$ cat config.mk
export PLATFORM = sky130hd
export DESIGN_NAME = dma_descriptor_chain_builder
export DESIGN_NICKNAME = d
export VERILOG_FILES = /design/src/rtl/core/dcb_pkg.sv /design/src/rtl/core/dcb_ctrl.sv /design/src/rtl/core/dcb_datapath.sv /design/src/rtl/core/dcb_out_stage.sv /design/src/rtl/core/dma_descriptor_chain_builder.sv
export SDC_FILE = /design/constraint.sdc
export NUM_CORES = 1
export LEC_CHECK = 0
export ABC_AREA = 1
export ABC_CLOCK_PERIOD_IN_PS = 5100
export BUFFER_PORTS_ARGS = -buffer_cell sky130_fd_sc_hd__buf_2
export CAP_MARGIN = 20
export CORE_AREA = 4 4 142 144
export DETAILED_ROUTE_END_ITERATION = 7
export DIE_AREA = 0 0 146 148
export GPL_ROUTABILITY_DRIVEN = 0
export PLACE_DENSITY = 0.7
export SYNTH_ARGS = -nofsm -noshare
export SYNTH_HDL_FRONTEND = slang
export SYNTH_HIERARCHICAL = 1
export SYNTH_SLANG_ARGS = --single-unit
$ cat constraint.sdc
create_clock -name clk -period 5.1 [get_ports clk]
set_input_delay 0.765 -clock clk [delete_from_list [all_inputs] [get_ports clk]]
set_output_delay 0.765 -clock clk [all_outputs]
set_load 0.02 [all_outputs]
$ cat src/rtl/core/dcb_pkg.sv
package dcb_pkg;

    localparam int BYTE_COUNT_W = 23;
    localparam int ADDR_W       = 32;
    localparam int SIZE_W       = 16;
    localparam int COUNT_W      = 11;   // up to 1024 small fragments
    localparam int SMALL_SHIFT  = 13;
    localparam int LARGE_SHIFT  = 16;
    localparam int DESC_BYTES   = 16;

    localparam int IN_TDATA_W   = 88;   // 87 payload bits, padded to bytes
    localparam int OUT_TDATA_W  = 80;
    localparam int OUT_TUSER_W  = 4;

    // input tdata bit positions
    localparam int BYTES_LSB    = 0;
    localparam int BUF_LSB      = BYTE_COUNT_W;
    localparam int TABLE_LSB    = BYTE_COUNT_W + ADDR_W;

    // one emitted descriptor
    typedef struct packed {
        logic              overflow;
        logic              irq_disable;
        logic              last_desc;
        logic              first_desc;
        logic [ADDR_W-1:0] next_addr;
        logic [ADDR_W-1:0] frag_addr;
        logic [SIZE_W-1:0] size_code;
        logic              end_of_run;
    } dcb_desc_t;

    typedef struct packed {
        logic load;     // latch a new request
        logic step;     // emit current descriptor, advance
    } dcb_cmd_t;

    typedef struct packed {
        logic empty;    // request counts zero fragments
        logic closing;  // current descriptor closes the chain
        logic out_free; // output stage can take a descriptor
    } dcb_stat_t;

endpackage

$ cat src/rtl/core/dcb_ctrl.sv
module dcb_ctrl (
    input  logic              clk,
    input  logic              rst_n,
    input  logic              s_tvalid,
    output logic              s_tready,
    input  dcb_pkg::dcb_stat_t stat,
    output dcb_pkg::dcb_cmd_t  cmd
);
    import dcb_pkg::*;

    typedef enum logic {
        ST_IDLE,
        ST_RUN
    } state_t;

    state_t state_reg;
    state_t state_next;

    always_comb
    begin
        cmd.load   = s_tvalid && (state_reg == ST_IDLE);
        cmd.step   = (state_reg == ST_RUN) && stat.out_free;
        state_next = state_reg;
        unique case (state_reg)
            ST_IDLE:
            begin
                if (cmd.load && !stat.empty)
                begin
                    state_next = ST_RUN;
                end
            end
            ST_RUN:
            begin
                if (cmd.step && stat.closing)
                begin
                    state_next = ST_IDLE;
                end
            end
            default:
            begin
                state_next = ST_IDLE;
            end
        endcase
    end

    assign s_tready = (state_reg == ST_IDLE);

    always_ff @(posedge clk or negedge rst_n)
    begin
        if (!rst_n)
        begin
            state_reg <= ST_IDLE;
        end
        else
        begin
            state_reg <= state_next;
        end
    end

endmodule

$ cat src/rtl/core/dcb_datapath.sv
module dcb_datapath #(
    parameter int MAX_DESC = 64
) (
    input  logic                             clk,
    input  logic                             rst_n,
    input  logic                             large_fragments,
    input  logic [dcb_pkg::IN_TDATA_W-1:0]   s_tdata,
    input  dcb_pkg::dcb_cmd_t                cmd,
    output logic                             empty,
    output logic                             closing,
    output dcb_pkg::dcb_desc_t               desc
);
    import dcb_pkg::*;

    localparam int EMIT_W = $clog2(MAX_DESC + 1);

    logic [BYTE_COUNT_W-1:0] bytes;
    logic [ADDR_W-1:0]       buf_addr;
    logic [ADDR_W-1:0]       tbl_addr;
    logic [COUNT_W-1:0]      count_whole;
    logic [COUNT_W-1:0]      count;
    logic [SIZE_W-1:0]       remain;
    logic                    ovf;
    logic [EMIT_W-1:0]       emit;
    logic [ADDR_W-1:0]       frag_len;

    logic [ADDR_W-1:0] frag_addr_reg;
    logic [ADDR_W-1:0] next_addr_reg;
    logic [SIZE_W-1:0] size_reg;
    logic              ovf_reg;
    logic              first_reg;
    logic [EMIT_W-1:0] left_reg;

    assign bytes    = s_tdata[BYTES_LSB +: BYTE_COUNT_W];
    assign buf_addr = s_tdata[BUF_LSB +: ADDR_W];
    assign tbl_addr = s_tdata[TABLE_LSB +: ADDR_W];

    // fragment count by shift and mask
    always_comb
    begin
        if (large_fragments)
        begin
            count_whole = COUNT_W'(bytes >> LARGE_SHIFT);
            remain      = bytes[LARGE_SHIFT-1:0];
            frag_len    = ADDR_W'(1) << LARGE_SHIFT;
        end
        else
        begin
            count_whole = COUNT_W'(bytes >> SMALL_SHIFT);
            remain      = SIZE_W'(bytes[SMALL_SHIFT-1:0]);
            frag_len    = ADDR_W'(1) << SMALL_SHIFT;
        end
        count = count_whole + COUNT_W'(remain != '0);
        ovf   = count > COUNT_W'(MAX_DESC);
        emit  = ovf ? EMIT_W'(MAX_DESC) : count[EMIT_W-1:0];
    end

    assign empty   = (count == '0);
    assign closing = (left_reg == EMIT_W'(1));

    always_ff @(posedge clk or negedge rst_n)
    begin
        if (!rst_n)
        begin
            left_reg  <= '0;
            first_reg <= 1'b0;
        end
        else if (cmd.load)
        begin
            left_reg  <= emit;
            first_reg <= 1'b1;
        end
        else if (cmd.step)
        begin
            left_reg  <= left_reg - EMIT_W'(1);
            first_reg <= 1'b0;
        end
    end

    always_ff @(posedge clk)
    begin
        if (cmd.load)
        begin
            frag_addr_reg <= buf_addr;
            next_addr_reg <= tbl_addr + ADDR_W'(DESC_BYTES);
            size_reg      <= remain;
            ovf_reg       <= ovf;
        end
        else if (cmd.step)
        begin
            frag_addr_reg <= frag_addr_reg + frag_len;
            next_addr_reg <= next_addr_reg + ADDR_W'(DESC_BYTES);
        end
    end

    // the partial fragment only shows up on the true last one
    always_comb
    begin
        desc.first_desc  = first_reg;
        desc.last_desc   = closing;
        desc.irq_disable = !closing;
        desc.size_code   = (closing && !ovf_reg) ? size_reg : '0;
        desc.frag_addr   = frag_addr_reg;
        desc.next_addr   = closing ? '0 : next_addr_reg;
        desc.overflow    = ovf_reg;
        desc.end_of_run  = closing;
    end

endmodule

$ cat src/rtl/core/dcb_out_stage.sv
module dcb_out_stage (
    input  logic                              clk,
    input  logic                              rst_n,
    input  logic                              load,
    input  dcb_pkg::dcb_desc_t                desc,
    output logic                              out_free,
    output logic                              m_tvalid,
    input  logic                              m_tready,
    output logic [dcb_pkg::OUT_TDATA_W-1:0]   m_tdata,
    output logic [dcb_pkg::OUT_TUSER_W-1:0]   m_tuser,
    output logic                              m_tlast
);
    import dcb_pkg::*;

    logic      valid_reg;
    dcb_desc_t data_reg;

    assign out_free = !valid_reg || m_tready;

    always_ff @(posedge clk or negedge rst_n)
    begin
        if (!rst_n)
        begin
            valid_reg <= 1'b0;
        end
        else if (out_free)
        begin
            valid_reg <= load;
        end
    end

    always_ff @(posedge clk)
    begin
        if (load && out_free)
        begin
            data_reg <= desc;
        end
    end

    assign m_tvalid = valid_reg;
    assign m_tdata  = {data_reg.next_addr, data_reg.frag_addr, data_reg.size_code};
    assign m_tuser  = {data_reg.overflow, data_reg.irq_disable,
                       data_reg.last_desc, data_reg.first_desc};
    assign m_tlast  = data_reg.end_of_run;

endmodule

$ cat src/rtl/core/dma_descriptor_chain_builder.sv
// Scatter-gather descriptor chain builder. Each request transfer on the s_
// side (byte count, buffer address, descriptor table address) is split into
// 8 KiB or 64 KiB fragments, set by cfg_data bit 0 (reset: 64 KiB), and one
// descriptor per fragment goes out on the m_ side, one per cycle while
// m_tready stays high. A request of N fragments is accepted and then
// yields N descriptors; N is capped at MAX_DESC and overflow then marks
// every descriptor of that request. A zero byte count produces nothing. The
// descriptor generator handles one request at a time; the output register
// lets the next request be accepted while the final descriptor still waits.
// cfg writes are always accepted and must only occur while the block is idle.
module dma_descriptor_chain_builder #(
    parameter int MAX_DESC = 64     // 1 .. 64
) (
    input  logic                            clk,
    input  logic                            rst_n,

    // config: bit 0 = large_fragments
    input  logic                            cfg_valid,
    output logic                            cfg_ready,
    input  logic                            cfg_data,

    // request: byte_count[22:0], buffer_addr[54:23], table_addr[86:55]
    input  logic                            s_tvalid,
    output logic                            s_tready,
    input  logic [dcb_pkg::IN_TDATA_W-1:0]  s_tdata,

    // descriptor: size_code[15:0], frag_addr[47:16], next_addr[79:48]
    output logic                            m_tvalid,
    input  logic                            m_tready,
    output logic [dcb_pkg::OUT_TDATA_W-1:0] m_tdata,
    // first_desc[0], last_desc[1], irq_disable[2], overflow[3]
    output logic [dcb_pkg::OUT_TUSER_W-1:0] m_tuser,
    output logic                            m_tlast  // end of run
);
    import dcb_pkg::*;

    logic      large_reg;
    dcb_cmd_t  cmd;
    dcb_stat_t stat;
    dcb_desc_t desc;
    logic      empty;
    logic      closing;
    logic      out_free;

    // fragment size register
    assign cfg_ready = 1'b1;

    always_ff @(posedge clk or negedge rst_n)
    begin
        if (!rst_n)
        begin
            large_reg <= 1'b1;
        end
        else if (cfg_valid)
        begin
            large_reg <= cfg_data;
        end
    end

    always_comb
    begin
        stat.empty    = empty;
        stat.closing  = closing;
        stat.out_free = out_free;
    end

    dcb_ctrl u_ctrl (
        .clk      (clk),
        .rst_n    (rst_n),
        .s_tvalid (s_tvalid),
        .s_tready (s_tready),
        .stat     (stat),
        .cmd      (cmd)
    );

    dcb_datapath #(
        .MAX_DESC (MAX_DESC)
    ) u_datapath (
        .clk             (clk),
        .rst_n           (rst_n),
        .large_fragments (large_reg),
        .s_tdata         (s_tdata),
        .cmd             (cmd),
        .empty           (empty),
        .closing         (closing),
        .desc            (desc)
    );

    dcb_out_stage u_out (
        .clk      (clk),
        .rst_n    (rst_n),
        .load     (cmd.step),
        .desc     (desc),
        .out_free (out_free),
        .m_tvalid (m_tvalid),
        .m_tready (m_tready),
        .m_tdata  (m_tdata),
        .m_tuser  (m_tuser),
        .m_tlast  (m_tlast)
    );

endmodule
[Word-level counts from Yosys, hierarchy flattened]
Cells that the tools add are included.
Word-level totals
  word-level logic and storage cells: 53
  flip-flop bits (word level): 176
  output and inout port bits: 88
  input bits: 94
Operators by class
  muxes and demuxes: 15
  add/subtract/negate cells: 5
  bitwise gates (word level): 1
  order comparisons: 1
  eq/ne operators: 1
  reductions and logical operators: 14
Operators with widths (count)
  two-way mux 32 bit: 4
  adder 32 x 5 -> 32 bit, second input constant: 2
  adder 32 bit: 1
  two-way mux 7 bit: 3
  two-way mux 17 bit: 1
  two-way mux 16 bit: 1
  nonzero test 16 bit: 1
  adder 11 x 1 -> 11 bit: 1
  > comparator 11 x 7 -> 1 bit, second input constant: 1
  logical NOT 11 bit: 1
  two-way mux 10 bit: 1
  == test 7 x 1 -> 1 bit, second input constant: 1
  subtractor 7 x 1 -> 7 bit, second input constant: 1
  logical AND 1 bit: 6
  logical NOT 1 bit: 4
  two-way mux 1 bit: 4
  one-hot mux 1 bit (2 select lines): 1
  nonzero test 2 bit: 1
  logical OR 1 bit: 1
  NOT 1 bit: 1

[Logic depth before layout (Yosys ltp)]
Gate-level depths: netlist of the first run.
  depth after elaboration: 8
  depth in mapped cells: 19
  mapped depth without buffers: 17

[By module]
The synthesis of the first run kept the hierarchy.
By module, submodules not included
  dcb_datapath: area an instance 5679.2 um^2, instances 1, seq. area each 2632.5 um^2, cells each 709
  dcb_out_stage: area an instance 2597.5 um^2, instances 1, seq. area each 2577.5 um^2, cells each 91
  dcb_ctrl: area an instance 68.8 um^2, instances 1, seq. area each 25.0 um^2, cells each 11
  dma_descriptor_chain_builder: area an instance 52.6 um^2, instances 1, seq. area each 26.3 um^2, cells each 7

[Worst setup path after synthesis of the first run]
OpenSTA, ideal clock, no wires.
  path type: input port to flip-flop
  start: in m_tready
  end: reg u_out.data_reg, in the netlist u_out/m_tdata[0] (enable)
  path buffers: 0
  arrival time: 5.173 ns
  required time: 4.543 ns
  library setup time: 0.557 ns
  cell stages on the path: 6
  slack: -0.629 ns
  cell sequence: inv_1 > nand2_1 > nand2_1 > inv_1 > inv_1 > a21oi_1
RTL lines
  start, declared: RTL line dma_descriptor_chain_builder.sv:29  | input logic m_tready,
  end signal, assigned: RTL line dcb_out_stage.sv:36  | data_reg <= desc;
  end, declared: RTL line dcb_out_stage.sv:16  | dcb_desc_t data_reg;

==> results of run 1 <==
-- final cells by class --
type	count	share of cell area, %
flip-flops and latches	177	52.0
multi-input cells	479	24.4
repair buffers	187	9.57
inverters	135	5.00
clock buffers	18	4.24
well taps	234	2.89
clock inverters	14	1.89
diodes	2	0.0494
-- placed cells by master, fill, tap and decap left out, drive strengths merged, types with 5 or more instances in the layout --
cell type  synthesis  routed
edfxtp           166     166
xor2              35      35
nand2            167     167
a21oi             18      18
o21ai             51      51
nor4               6       6
nand4             13      13
nor2             109     109
nor3              18      18
or2               10      10
buf               16     187
clkbuf            11      18
inv              135     143
nand3             32      32
dfrtp             10      10
ha                 8       8
xnor2              5       5
-- per-stage QoR --
step | worst slack, ps | hold slack (ps) | area (um2)
6_report | 2130 | 231 | 10100
5_1_grt | 1810 | 236 | 10100
4_1_cts | 2120 | 214 | 10100
3_5_place_dp | 1790 | 405 | 9500
3_3_place_gp | 1820 | 400 | 9500
2_1_floorplan | 1280 | 400 | 8400
-- kinds of logic after synthesis --
kind of cell    after synthesis  synth area share [%]
other cells                   1                0.0447
buf+inv                     162                  8.16
fa+ha+maj                     8                  1.19
xor+xnor                     40                  4.17
flops                       177                  62.6
compound gates               70                  4.69
simple gates                360                  19.1
-- path summary, 6_finish.rpt --
kind,to,cells after the start,slack [ps],from
setup / recovery,u_datapath/next_addr_reg[31]$_DFFE_PN_,12,2130,s_tvalid
hold reg to reg,u_out/m_tdata[20]$_DFFE_PP_,0,420,u_datapath/frag_addr_reg[4]$_DFFE_PP_
max in group asynchronous,large_reg$_DFFE_PN1P_,1,4590,rst_n
setup reg to reg,u_ctrl/state_reg$_DFF_PN0_,17,2170,large_reg$_DFFE_PN1P_
min in group clk,u_out/m_tdata[20]$_DFFE_PP_,0,420,u_datapath/frag_addr_reg[4]$_DFFE_PP_
hold / removal,u_datapath/left_reg[2]$_DFFE_PN0N_,1,230,rst_n
-- report_power, final --
group | leakage [nW] | switching, W | internal [W]
registers | 1.72 | 0.000234 | 0.00232
clock network | 0.303 | 0.000575 | 0.000790
logic | 2.45 | 0.00130 | 0.000575
-- critical path: cells and delay by family --
family | cells | cell delay, ps
simple gates | 5 | 1030
xor+xnor | 1 | 190
buf+inv | 5 | 970
compound gates | 1 | 170
-- layer usage --
metal	up-vias	routed length, um	share of wire, %	track usage [%]
li1	3016	-	-	-
met1	2704	7330	42	18.6
met2	182	8730	50	28.1
met3	43	878	5.0	3.49
met4	0	620	3.5	8.42
met5	-	0	0	0
==> results.json, run 1 <==
{
  "status": "finished, final reports clean",
  "die_h_um": 148,
  "dpl.hpwl_um": 12500,
  "synth_edf_count": 166,
  "die_w_um": 146,
  "power_density_mw_per_mm2": 572,
  "ir_worst_vdd_v": 0.000265,
  "ys_warn_count": 6,
  "ys_types": 39,
  "synthCells": 818,
  "antenna_found_initial": 2,
  "postLayoutCoreUtil_pct": 54.1,
  "drv_slew": 0,
  "grt_pass1_vias": 5830,
  "grt_max_degree": 65,
  "relSlewSlack_pct": 45.1,
  "finalSetupViolations": 0,
  "endpoint_kind": "register",
  "cts_tree": "done",
  "syn_area_mm2": 0.00840,
  "synth.avg_cell_area_um2": 10.3,
  "grt_first_pass_wirelength_um": 27700,
  "required_ps": 5260,
  "finalCriticalPeriod_ps": 2970,
  "regArea_mm2": 0.00526,
  "area_delta_synth_final_pct": 20.6,
  "cts_buffer_depth": 2,
  "total_power_w": 0.00579,
  "p_leak_nw": 4.47,
  "finalCritPeriodShare_pct": 58.2,
  "clkSinkCount": 177,
  "max_stage_delay_ps": 480,
  "num_io_pins": 182,
  "cts-resized-gates": 0,
  "cts_buffers": 17,
  "fillers": 1656,
  "global_route.overflow_total": 0,
  "holdBufCountCts": 0,
  "initial_core_util_pct": 44.9,
  "synth_seq_area_share_pct": 62.6,
  "clock_latency_ps": 420,
  "crit_path_start_kind": "primary input",
  "vias": 5945,
  "worstSetupPathType": "in -> reg",
  "synthTopCellsByArea": "edfxtp_1, nand2_1, inv_1",
  "synth-seq-cells": 177,
  "rows": 50,
  "syn_nets": 920,
  "drt_iter0_markers": 279,
  "min_path_type": "in -> async",
  "nNetsFinal": 1099,
  "root_buffer": "clkbuf_16",
  "track_usage_pct": 16.1,
  "hold_viol": 0,
  "postCtsSetupBuffers": 0,
  "fmax_mhz": 337,
  "rsz0062_at_grt": "no",
  "slowest_stage": "nor4_1",
  "routed_wl_um": 17600,
  "setup-tns-final_ps": 0,
  "io_buffer_count": 179,
  "dp_cells": 1212,
  "drv_cap": 0,
  "multi_input_area_mm2": 0.00247,
  "crit_arrival_ps": 3130,
  "yosys.area.top_type": "edfxtp_1",
  "firstDrtPassIters": 5,
  "synthArstFlopShare_pct": 6.21,
  "synth_top_area_share_pct": 59.4,
  "core_area_mm2": 0.0187,
  "wire_per_inst_um": 14.1,
  "htreeDepth": 4,
  "dieArea_mm2": 0.0216,
  "layoutNonFillerInstCount": 1246,
  "tightest_slew_ps": 822,
  "ant_nets": 0,
  "path_cells": "buf_2 > inv_1 > nor2_4 > buf_4 > inv_1 > or2_2 > o21ai_0 > inv_1 > nand4_1 > nor4_1 > nand2_1 > xor2_1",
  "fin_skew_ps": 8.86,
  "path_max_fanout": 26,
  "ys_top_cells_by_count": "edfxtp_1, nand2_1, inv_1",
  "viasPerCell": 4.77,
  "synth-main-ff-cell": "edfxtp_1",
  "clk_pin_slew_ps": 70,
  "drc": 0,
  "largest_reg_flops": 80,
  "synth.most_common_cell": "edfxtp_1",
  "drive_above_1_share_pct": 26.1,
  "critPathMostFrequentCell": "inv_1"
}
(Power assumes the default switching activity.)
==> run 2: changes to the inputs <==
--- a/config.mk
+++ b/config.mk
@@ -5,13 +5,13 @@
 export SDC_FILE = /design/constraint.sdc
 export NUM_CORES = 1
 export LEC_CHECK = 0
-export ABC_AREA = 1
-export ABC_CLOCK_PERIOD_IN_PS = 5100
+export ABC_AREA = 0
+export ABC_CLOCK_PERIOD_IN_PS = 2400
 export BUFFER_PORTS_ARGS = -buffer_cell sky130_fd_sc_hd__buf_2
 export CAP_MARGIN = 20
-export CORE_AREA = 4 4 142 144
+export CORE_AREA = 4 4 140 142
 export DETAILED_ROUTE_END_ITERATION = 7
-export DIE_AREA = 0 0 146 148
+export DIE_AREA = 0 0 144 146
 export GPL_ROUTABILITY_DRIVEN = 0
 export PLACE_DENSITY = 0.7
 export SYNTH_ARGS = -nofsm -noshare
==> constraint.sdc (replaced) <==
create_clock -name clk -period 2.4 [get_ports clk]
set_input_delay 0.36 -clock clk [delete_from_list [all_inputs] [get_ports clk]]
set_output_delay 0.36 -clock clk [all_outputs]
set_load 0.02 [all_outputs]
==> results.json, run 2 <==
{
  "status": "complete, but fails checks",
  "violations": "setup timing",
  "holdPathEnd": "u_datapath/next_addr_reg[0]$_DFFE_PP_",
  "pwr-share-clk_pct": 32.5,
  "power_density_mw_per_mm2": 812,
  "synth-main-ff-cell": "edfxtp_1",
  "cp.depth": 10,
  "dieArea_mm2": 0.0210,
  "setup-tns-final_ps": -4090,
  "vias": 5404,
  "finalSetupViolations": 9,
  "path_buf_inv": 0,
  "p_comb_share_pct": 18.1,
  "io_buffer_count": 179,
  "initial_core_util_pct": 43.9,
  "ys_warn_count": 6,
  "cts_buffer_depth": 2,
  "multi_input_area_mm2": 0.00282,
  "viasPerCell": 5.14,
  "reg2regPathDepth": 10,
  "num_io_pins": 182,
  "setup_ws_ps": -534,
  "crit_path_start_kind": "register",
  "largest_reg_flops": 80,
  "final_common_cell": "buf_2",
  "p_leak_nw": 3.95,
  "tightest_slew_ps": 731,
  "wire_per_inst_um": 17.1,
  "synth_edf_count": 166,
  "p_switching_w": 0.00236,
  "dpl.hpwl_um": 12800,
  "layout_common_cells": "buf_2, edfxtp_1, and2_1",
  "crit_arrival_ps": 3270,
  "netSwitchingFraction_pct": 28.2,
  "synth.avg_cell_area_um2": 13.8,
  "yosys.area.top_type": "edfxtp_1",
  "path_cells": "and2_4 > or3_1 > or4_4 > ha_4 > ha_4 > or2_4 > nor4_4 > a221oi_2 > or2_4 > o31ai_4",
  "synth-compound-area-share_pct": 4.73,
  "synth_top_area_share_pct": 61.6,
  "max_stage_delay_ps": 440,
  "cts_tree": "done",
  "crit_family": "simple AND/OR/NAND/NOR gates",
  "area_delta_synth_final_pct": 27.5,
  "rsz0062_at_grt": "yes",
  "worstSetupPathType": "reg -> reg",
  "path_max_fanout": 5,
  "nNetsFinal": 907,
  "firstDrtPassIters": 4,
  "fin_skew_ps": 16.2,
  "synth_seq_area_share_pct": 65.0,
  "fillers": 1492,
  "total_power_w": 0.00838,
  "clock_latency_ps": 430,
  "die_w_um": 144,
  "ys_top_cells_by_count": "edfxtp_1, and2_1, nand2_1",
  "global_route.overflow_total": 0,
  "root_buffer": "clkbuf_16",
  "synthTopCellsByArea": "edfxtp_1, and2_1, xor2_1",
  "drc": 0,
  "syn_nets": 688,
  "synth_xor_area_share_pct": 6.17,
  "holdPathStages": 1,
  "ant_nets": 0,
  "synth_top_family_by_area": "simple AND/OR/NAND/NOR gates",
  "min_path_type": "in -> reg",
  "pre_cts_ws_ps": -797,
  "postLayoutCoreUtil_pct": 56.0,
  "track_usage_pct": 17.1,
  "antenna_found_initial": 0,
  "ys_types": 65,
  "grt_pass1_vias": 5664,
  "syn_area_mm2": 0.00810,
  "synth.most_common_cell": "edfxtp_1",
  "layoutNonFillerInstCount": 1052,
  "synthArstFlopShare_pct": 6.21,
  "antennaDiodeCount": 0,
  "drv_cap": 0,
  "ir_worst_vdd_v": 0.000559,
  "htreeDepth": 4,
  "synthSimpleGateAreaFrac_pct": 15.8,
  "clkSinkCount": 177,
  "fmax_mhz": 341,
  "slowest_stage": "or4_4",
  "synthCells": 586,
  "rows": 50,
  "endpoint_kind": "register",
  "grt_max_degree": 80,
  "hold_viol": 0,
  "drv_slew": 0,
  "regArea_mm2": 0.00526,
  "core_area_mm2": 0.0185,
  "required_ps": 2730,
  "r2r_slack_ps": -530,
  "cts_buffers": 17,
  "drt_iter0_markers": 376,
  "clk_pin_slew_ps": 70,
  "finalCriticalPeriod_ps": 2930,
  "drive_above_1_share_pct": 39.2,
  "seqPwrFrac_pct": 49.4,
  "synth-adder-area-share_pct": 1.24,
  "finalCritPeriodShare_pct": 122,
  "synthMuxAreaShare_pct": 4.42,
  "hp-start": "s_tdata[55]",
  "r2r-start": "large_reg$_DFFE_PN1P_",
  "routed_wl_um": 18000,
  "r2r_end": "u_datapath/left_reg[3]$_DFFE_PN0N_",
  "dp_cells": 1013,
  "p_int_w": 0.00602,
  "grt_first_pass_wirelength_um": 28500,
  "synth-seq-cells": 177,
  "relSlewSlack_pct": 51.1,
  "die_h_um": 146
}
run 2: how the worst max path moves through the flow:
stage,start,end,slack [ps]
final,large_reg$_DFFE_PN1P_,u_datapath/left_reg[3]$_DFFE_PN0N_,-530
after global routing,large_reg$_DFFE_PN1P_,u_ctrl/state_reg$_DFF_PN0_,-630
after CTS,large_reg$_DFFE_PN1P_,u_datapath/left_reg[3]$_DFFE_PN0N_,-520
after detailed placement,s_tdata[5],u_datapath/left_reg[3]$_DFFE_PN0N_,-800
after global placement,s_tdata[5],u_datapath/ovf_reg$_DFFE_PP_,-650
after floorplan,large_reg$_DFFE_PN1P_,u_datapath/ovf_reg$_DFFE_PP_,-650
run 2: kinds of logic after synthesis:
| logic type | Yosys count |
|---|---|
| flops | 177 |
| fa+ha+maj | 8 |
| buf+inv | 38 |
| xor+xnor | 57 |
| mux | 34 |
| simple gates | 218 |
| other cells | 1 |
| compound gates | 53 |
run 2: routing by layer:
layer	part of all wire, %	vias to the layer above	GRT usage, %
met1	40	2634	20.9
met4	2.1	0	6.03
met3	7.0	30	4.47
met5	0	-	0
li1	-	2555	-
met2	51	185	29.2
run 2: final cells by class:
| class | count | share of cell area, % |
|---|---|---|
| flip-flops and latches | 177 | 51.0 |
| well taps | 234 | 2.84 |
| repair buffers | 228 | 12.9 |
| clock inverters | 14 | 1.47 |
| inverters | 10 | 0.388 |
| clock buffers | 18 | 4.16 |
| multi-input cells | 371 | 27.3 |
run 2: stage by stage:
step                hold slack, ps  instance area [um2]
floorplan                     64.4                 8210
global placement               246                 9570
detailed placement             261                 9570
CTS                           96.0                10200
global route                  92.4                10300
finish                         108                10300
run 2: timing repair:
action                                  4_1_cts  5_1_grt
endpoints found under the setup margin       15       26
pin swaps                                     5        3
hold endpoints to repair                     10        0
hold buffers                                  1        0
gates resized for setup                       9       13
setup buffers                                 4        2
run 2: power by group through the flow:
stage	sequential, W	clock, W	combinational, W
global route	0.00419	0.00295	0.00166
floorplan	0.00431	0	0.000784
CTS	0.00414	0.00280	0.00148
finish	0.00414	0.00272	0.00152
global placement	0.00418	0	0.00138
detailed placement	0.00420	0	0.00144
run 2: worst register-to-register path, delay by kind of cell, from the launching register on:
family / cells / cell delay, ps
compound gates: 2 / 280
fa+ha+maj: 2 / 400
flops: 1 / 380
simple gates: 6 / 1790
==> run 3: changes to the inputs <==
--- a/config.mk
+++ b/config.mk
@@ -14,6 +14,7 @@
 export DIE_AREA = 0 0 144 146
 export GPL_ROUTABILITY_DRIVEN = 0
 export PLACE_DENSITY = 0.7
+export RECOVER_POWER = 25
 export SYNTH_ARGS = -nofsm -noshare
 export SYNTH_HDL_FRONTEND = slang
 export SYNTH_HIERARCHICAL = 1
==> results.json, run 3 (synthesis gave the netlist of run 2 again) <==
{
  "reg2regPathDepth": 10,
  "final_common_cell": "edfxtp_1",
  "r2r_slack_ps": -550,
  "cts_buffers": 17,
  "dpl.hpwl_um": 12800,
  "rows": 50,
  "grt_max_degree": 80,
  "slowest_stage": "or4_4",
  "initial_core_util_pct": 43.9,
  "drv_cap": 0,
  "viasPerCell": 5.11,
  "cts_tree": "done",
  "fin_skew_ps": 13.9,
  "clkSinkCount": 177,
  "path_cells": "and2_4 > or3_1 > or4_4 > ha_4 > ha_4 > or2_4 > nor4_4 > a221oi_2 > or2_4 > o31ai_4",
  "clk_pin_slew_ps": 70,
  "htreeDepth": 4,
  "io_buffer_count": 179,
  "clock_latency_ps": 420,
  "r2r-start": "large_reg$_DFFE_PN1P_",
  "endpoint_kind": "register",
  "layout_common_cells": "edfxtp_1, buf_2, and2_1",
  "fmax_mhz": 339,
  "dieArea_mm2": 0.0210,
  "num_io_pins": 182,
  "drt_iter0_markers": 350,
  "drive_above_1_share_pct": 33.3,
  "grt_pass1_vias": 5664,
  "setup_ws_ps": -550,
  "tightest_slew_ps": 736,
  "area_delta_synth_final_pct": 26.8,
  "cts_buffer_depth": 2,
  "crit_path_start_kind": "register",
  "violations": "setup timing",
  "relSlewSlack_pct": 51.0,
  "p_leak_nw": 3.82,
  "hold_viol": 0,
  "pre_cts_ws_ps": -797,
  "ant_nets": 0,
  "grt_first_pass_wirelength_um": 28500,
  "min_path_type": "in -> reg",
  "max_stage_delay_ps": 440,
  "finalSetupViolations": 30,
  "r2r_end": "u_datapath/left_reg[3]$_DFFE_PN0N_",
  "die_w_um": 144,
  "rsz0062_at_grt": "yes",
  "nNetsFinal": 907,
  "drv_slew": 0,
  "postLayoutCoreUtil_pct": 55.6,
  "required_ps": 2730,
  "finalCritPeriodShare_pct": 123,
  "wire_per_inst_um": 17.2,
  "crit_arrival_ps": 3280,
  "global_route.overflow_total": 0,
  "path_max_fanout": 5,
  "finalCriticalPeriod_ps": 2950,
  "root_buffer": "clkbuf_16",
  "total_power_w": 0.00838,
  "die_h_um": 146,
  "core_area_mm2": 0.0185,
  "routed_wl_um": 18000,
  "track_usage_pct": 17.1,
  "antenna_found_initial": 0,
  "setup-tns-final_ps": -7540,
  "vias": 5376,
  "largest_reg_flops": 80,
  "drc": 0,
  "status": "complete, but fails checks",
  "ir_worst_vdd_v": 0.000555,
  "worstSetupPathType": "reg -> reg",
  "cp-startpoint": "large_reg$_DFFE_PN1P_",
  "firstDrtPassIters": 4,
  "fillers": 1519,
  "critPathCapture": "u_datapath/left_reg[3]$_DFFE_PN0N_",
  "antennaDiodeCount": 0,
  "power_density_mw_per_mm2": 817
}
[run 3: cell count changes in the layout (fill, tap and decap cells not counted)]
cell      previous run  this run
and2_0               0         3
buf_2              179       132
and2b_1              0         1
and2b_4              1         0
and2_1              67        65
clkbuf_1             1        48
and2_2               1         0
[run 3: how the worst min path moves through the flow]
stage                startpoint                                     to  slack [ps]  cells after the start
floorplan                 rst_n             u_ctrl/state_reg$_DFF_PN0_          60                      0
global placement          rst_n       u_datapath/first_reg$_DFFE_PN0N_         250                      1
detailed placement        rst_n       u_datapath/first_reg$_DFFE_PN0N_         260                      1
CTS                 s_tdata[55]  u_datapath/next_addr_reg[0]$_DFFE_PP_         100                      1
global route        s_tdata[56]  u_datapath/next_addr_reg[1]$_DFFE_PP_          90                      1
finish              s_tdata[55]  u_datapath/next_addr_reg[0]$_DFFE_PP_         110                      1
[run 3: what timing repair did]
item	4_1_cts	5_1_grt
endpoints found under the hold margin	10	0
pin swaps	5	3
endpoints found under the setup margin	15	26
cloned	0	0
resized for setup	9	13
buffers inserted	4	2
hold buffers	1	0
[run 3: final cells by class]
cell class	instances	area [um2]	share of cell area [%]
Multi-Input combinational cell	371	2810	27.4
Timing Repair Buffer	228	1280	12.4
Clock inverter	14	151	1.48
Sequential cell	177	5260	51.3
Tap cell	234	293	2.85
Clock buffer	18	429	4.18
Inverter	10	40.0	0.390
[run 3: report_power, final]
group	leakage [nW]	total, W	internal [W]	switching (W)
clock network	0.276	0.00273	0.00147	0.00126
registers	1.72	0.00415	0.00387	0.000277
logic	1.82	0.00150	0.000661	0.000841
total	3.82	0.00838	0.00600	0.00238
[run 3: stage by stage]
step                      cell area (um2)  std cells  hold slack, ps
final                               10300       1052             113
after floorplan                      8210        586            64.4
after CTS                           10200       1050            96.0
after detailed placement             9570       1013             261
after global routing                10300       1052            92.4
after global placement               9570       1013             246
[run 3: routing by layer]
layer	share of wire, %	routed length, um	vias to the layer above	GRT usage (%)
li1	-	-	2554	-
met1	41	7350	2616	20.9
met2	51	9120	176	29.2
met3	6.6	1200	30	4.47
met4	2.0	369	0	6.03
met5	0	0	-	0
[run 3: worst max-delay path, delay by kind of cell (launching register included)]
kind                     cells  cell delay [ps]
AND/OR/NAND/NOR              6             1800
adder cells (fa/ha/maj)      2              400
flip-flops                   1              380
AO/OA/AOI/OAI                2              280
